**config.mk**
```make
export PLATFORM = sky130hd
export DESIGN_NAME = bzr_div
export DESIGN_NICKNAME = d
export VERILOG_FILES = /design/src/hw/rtl/bzr_pkg.sv /design/src/hw/rtl/bzr_div.sv
export SDC_FILE = /design/constraint.sdc
export NUM_CORES = 1
export LEC_CHECK = 0
export ABC_AREA = 1
export CAP_MARGIN = 20
export CORE_MARGIN = 4
export CORE_UTILIZATION = 50
export DETAILED_ROUTE_END_ITERATION = 6
export DONT_BUFFER_PORTS = 1
export GPL_TIMING_DRIVEN = 1
export HOLD_SLACK_MARGIN = 0.06
export SYNTH_ARGS = -nofsm -noshare
export SYNTH_HDL_FRONTEND = slang
export SYNTH_SLANG_ARGS = --single-unit
export TNS_END_PERCENT = 30
```
**constraint.sdc**
```tcl
create_clock -name clock -period 2.9 [get_ports clock]
set_input_delay 0.435 -clock clock [delete_from_list [all_inputs] [get_ports clock]]
set_output_delay 0.435 -clock clock [all_outputs]
set_load 0.1 [all_outputs]
```
**src/hw/rtl/bzr_pkg.sv**
```systemverilog
// ----------------------------------------------------------------------------
// bzr_pkg
// Shared types and constants of the barycentric z-buffer rasterizer.
// ----------------------------------------------------------------------------
package bzr_pkg;

   localparam int COORD_W = 16;             // 12.4 signed
   localparam int DEPTH_W = 24;             // signed depth
   localparam int COLOR_W = 24;
   localparam int PIX_W   = 8;
   localparam int EDGE_W  = 17;             // corner differences
   localparam int ACC_W   = 36;             // det, nu, nv
   localparam int WT_W    = 17;             // Q1.16 weight, 0..65536
   localparam int SUM_W   = 42;             // depth sum
   localparam int OPA_W   = 25;
   localparam int OPB_W   = 18;
   localparam int PROD_W  = OPA_W + OPB_W;
   localparam int DIV_STEPS = WT_W;

   localparam logic [DEPTH_W-1:0] DEPTH_FLOOR = 24'h800000;
   localparam logic [3:0]         HALF_PIXEL  = 4'd8;   // 0.5 in 12.4
   localparam logic [WT_W-1:0]    WT_ONE      = 17'd65536;

   localparam logic MODE_LOAD  = 1'b0;
   localparam logic MODE_PIXEL = 1'b1;

   typedef enum logic [7:0] {
      ST_CLEAR = 8'b0000_0001,
      ST_IDLE  = 8'b0000_0010,
      ST_MUL   = 8'b0000_0100,
      ST_SIGN  = 8'b0000_1000,
      ST_DIV   = 8'b0001_0000,
      ST_ZMUL  = 8'b0010_0000,
      ST_CMP   = 8'b0100_0000,
      ST_DONE  = 8'b1000_0000
   } state_type;

   typedef struct packed {
      logic            done;
      logic [WT_W-1:0] u;
      logic [WT_W-1:0] v;
   } div_stat_type;

endpackage

```
**src/hw/rtl/bzr_div.sv**
```systemverilog
// ----------------------------------------------------------------------------
// bzr_div
// Radix-2 restoring divider, two lanes sharing one divisor: u = nu*2^16/det
// and v = nv*2^16/det, one quotient bit per cycle. Needs 0 <= nu, nv <= det.
// ----------------------------------------------------------------------------
module bzr_div import bzr_pkg::*; (
   input  logic              clock,
   input  logic              reset,
   input  logic              start,
   input  logic [ACC_W-1:0]  det,
   input  logic [ACC_W-1:0]  nu,
   input  logic [ACC_W-1:0]  nv,
   output div_stat_type      stat
);

   localparam int REM_W = ACC_W + 1;
   localparam int CNT_W = $clog2(DIV_STEPS);

   logic              busy_ff, busy_in;
   logic              done_ff, done_in;
   logic [CNT_W-1:0]  cnt_ff, cnt_in;
   logic [REM_W-1:0]  den_ff, den_in;
   logic [REM_W-1:0]  ru_ff, ru_in, rv_ff, rv_in;
   logic [WT_W-1:0]   qu_ff, qu_in, qv_ff, qv_in;
   logic              bit_u, bit_v;
   logic [REM_W-1:0]  du, dv;

   always_comb begin
      bit_u   = (ru_ff >= den_ff);
      bit_v   = (rv_ff >= den_ff);
      du      = bit_u ? (ru_ff - den_ff) : ru_ff;
      dv      = bit_v ? (rv_ff - den_ff) : rv_ff;
      busy_in = busy_ff;
      done_in = 1'b0;
      cnt_in  = cnt_ff;
      den_in  = den_ff;
      ru_in   = ru_ff;
      rv_in   = rv_ff;
      qu_in   = qu_ff;
      qv_in   = qv_ff;
      if (start) begin
         busy_in = 1'b1;
         cnt_in  = '0;
         den_in  = {1'b0, det};
         ru_in   = {1'b0, nu};
         rv_in   = {1'b0, nv};
      end else if (busy_ff) begin
         ru_in  = {du[REM_W-2:0], 1'b0};
         rv_in  = {dv[REM_W-2:0], 1'b0};
         qu_in  = {qu_ff[WT_W-2:0], bit_u};
         qv_in  = {qv_ff[WT_W-2:0], bit_v};
         cnt_in = cnt_ff + 1'b1;
         if (cnt_ff == CNT_W'(DIV_STEPS - 1)) begin
            busy_in = 1'b0;
            done_in = 1'b1;
         end
      end
   end

   always_ff @(posedge clock) begin
      if (reset) begin
         busy_ff <= 1'b0;
         done_ff <= 1'b0;
      end else begin
         busy_ff <= busy_in;
         done_ff <= done_in;
      end
      cnt_ff <= cnt_in;
      den_ff <= den_in;
      ru_ff  <= ru_in;
      rv_ff  <= rv_in;
      qu_ff  <= qu_in;
      qv_ff  <= qv_in;
   end

   assign stat.done = done_ff;
   assign stat.u    = qu_ff;
   assign stat.v    = qv_ff;

endmodule

```
==> reports/results.tsv <==
metric	value	unit
chipWidth	165	µm
post_drt_wl_per_cell	18.0	µm
cts_setup_buffers	0	
setup_viol	0	
multi_input_area	6590	µm²
final_common_cell	nand2_1	
vias	11294	
async_flop_share	0	%
overflow	0	
maxClockFrequency	0.377	GHz
rr_startpoint	den_ff[30]$_DFFE_PP_	
yosysWarnings	0	
io_buffers	0	
cts_htree_levels	4	
gr-usage-all-layers	28.3	%
slew_violations	0	
netlist_area	12400	µm²
clock-root-buffer	clkbuf_16	
reg2reg_slack	0.24	ns
drtIter0Drc	1015	
antenna_found_initial	1	
tightest_slew	1.05	ns
worstRegToRegCells	15	
fin_crit_sh	91.6	%
required	3.09	ns
tritoncts	done	
endpoint_kind	flip-flop	
r2r_end	ru_ff[34]$_DFFE_PP_	
finalHoldViolations	0	
stdcell_area	13300	µm²
cts_hold_buf	0	
globalplace.congestion	1.02	
powerDensity	766	nW/µm²
clockBufferDepth	2	
ys_ff_latch	151	
core_area	24300	µm²
syn_nets	1992	
clk_pin_slew	0.07	ns
status	finished, final reports clean	
min_from	reset	
startpoint_type	flip-flop	
die_area	27300	µm²
fin_crit	2.66	ns
grt_setup_unrepaired	no	
grt_pass1_wl	58600	µm
numCtsBuffers	17	
crit_arrival	2.85	ns
drt_pass1_iterations	6	
min_to	done_ff$_SDFF_PP0_	
synth_flop_cell	edfxtp_1	
hold_depth	1	
row_count	57	
ys_seq_area_share	36.0	%
slew_headroom	29.7	%
drc	0	
max-vdd-ir-drop	325	µV
min_path_type	primary input to flip-flop	
clock_latency	0.44	ns
initial_utilization	50.8	%
crit_type	flip-flop to flip-flop	
cts.sinks	151	
fin_ws	0.244	ns
drive_above_1_share	5.61	%
grt_pass1_vias	10739	
routed_wl	38500	µm
nFillCells	2472	
dieHeight	165	µm
drtAntennaViolNets	0	
drv_cap	0	
io_pins	146	
avgSynthCellArea	6.85	µm²
cp_max_fo	26	
synth_edf_count	142	
dpl_cell_area	12700	µm²
area_growth	7.85	%
setup_tns	0	ns
hpwl	30400	µm
regArea	4440	µm²
grt_max_degree	115	
finClkSkew	0.0170	ns
leakage	6.84	nW
synth_cell_types	37	
syn_inst	1805	
layout_common_cells	694 x nand2_1, 293 x inv_1, 158 x nor2_1	
place_ws	0.228	ns
nets	1992	
vias_per_cell	5.27	
## metrics by stage
stage / util [%] / power [W] / cells / hold slack, ns
2_1_floorplan: - / 0.00671 / 1805 / 0.423
3_3_place_gp: 52.4 / 0.00788 / 2110 / 0.439
3_5_place_dp: 52.4 / 0.00788 / 2110 / 0.448
4_1_cts: 54.8 / 0.0102 / 2142 / 0.0688
5_1_grt: 54.8 / 0.0110 / 2143 / 0.0779
6_report: 54.8 / 0.0102 / 2143 / 0.0848
## what timing repair did
action / in CTS / in global routing
hold endpoints to repair: 0 / 0
setup endpoints to repair: 0 / 3
resized for setup: 0 / 2
## synth_stat cells, types with 8 or more instances
| cell type | number | area share, % |
|---|---|---|
| a21oi_1 | 47 | 1.9 |
| clkbuf_1 | 13 | 0.39 |
| dfxtp_1 | 9 | 1.5 |
| edfxtp_1 | 142 | 34 |
| ha_1 | 74 | 7.5 |
| inv_1 | 294 | 8.9 |
| nand2_1 | 694 | 21 |
| nand2_2 | 10 | 0.51 |
| nand3_1 | 132 | 5.3 |
| nand3_2 | 14 | 1.1 |
| nand3b_1 | 42 | 2.6 |
| nand4_1 | 18 | 0.91 |
| nor2_1 | 159 | 4.8 |
| nor2_2 | 8 | 0.40 |
| nor3_1 | 13 | 0.53 |
| o21ai_0 | 33 | 1.3 |
| o21bai_1 | 13 | 0.79 |
| xnor2_1 | 28 | 2.0 |
## state kept, by name, summed over array words and instances, names as in the netlist
name / cells
ru_ff: 37
rv_ff: 37
den_ff: 36
qu_ff: 17
qv_ff: 17
cnt_ff: 5
busy_ff: 1
done_ff: 1
## power by group
group	switching, W	leakage [nW]	internal, W	total, W
Combinational	0.00312	5.08	0.00168	0.00480
Clock	0.00102	0.284	0.00128	0.00231
Sequential	0.000320	1.47	0.00279	0.00311
Total	0.00446	6.84	0.00575	0.0102
## worst max-delay path by stage
stage                           startpoint                     end  cells after the start  slack, ns
global route        ru_ff[0]$_SDFFCE_PN0P_     ru_ff[29]$_DFFE_PP_                     16       0.04
CTS                 rv_ff[0]$_SDFFCE_PN0P_     rv_ff[29]$_DFFE_PP_                     16       0.21
floorplan                            start  ru_ff[0]$_SDFFCE_PN0P_                      3       0.33
finish                den_ff[30]$_DFFE_PP_     ru_ff[34]$_DFFE_PP_                     15       0.24
detailed placement  rv_ff[0]$_SDFFCE_PN0P_     rv_ff[33]$_DFFE_PP_                     16       0.23
global placement    rv_ff[0]$_SDFFCE_PN0P_     rv_ff[29]$_DFFE_PP_                     16       0.19
## final cells by class
type                    instances  share of cell area (%)
clock buffers                  19                    3.25
well taps                     324                    3.04
diodes                          1                  0.0188
repair buffers                 16                    1.37
multi-input cells            1319                    49.4
flip-flops and latches        151                    33.3
clock inverters                13                    1.10
inverters                     300                    8.45
## layer usage
metal / part of all wire [%] / global-route usage [%] / routed length, µm
met1: 44 / 37.6 / 16900
met2: 48 / 48.3 / 18500
met3: 5.2 / 3.23 / 1990
met4: 2.9 / 9.41 / 1130
met5: 0 / 0 / 0
## cell families (layout without fill, tap and decap cells)
logic type	count (synthesis)	count (layout)	share of synthesized area [%]
other cells	0	1	0
buf+inv	335	348	10.8
xor+xnor	30	30	2.13
fa+ha+maj	76	76	7.81
compound gates	109	109	4.99
simple gates	1104	1104	38.3
flops	151	151	36.0
## critical path, stage by stage, from the launching register on
cell and delay, ns:
edfxtp_1 0.36, inv_1 0.22, ha_1 0.34, nand2_1 0.09
nand2_1 0.08, nand3_1 0.09, nand2_1 0.06, a21oi_1 0.24
nand2_1 0.14, nor2_4 0.11, buf_4 0.34, nand3_1 0.12
nand2_1 0.08, inv_1 0.05, nand2_1 0.06, nand2_1 0.04
(Power assumes the default switching activity.)
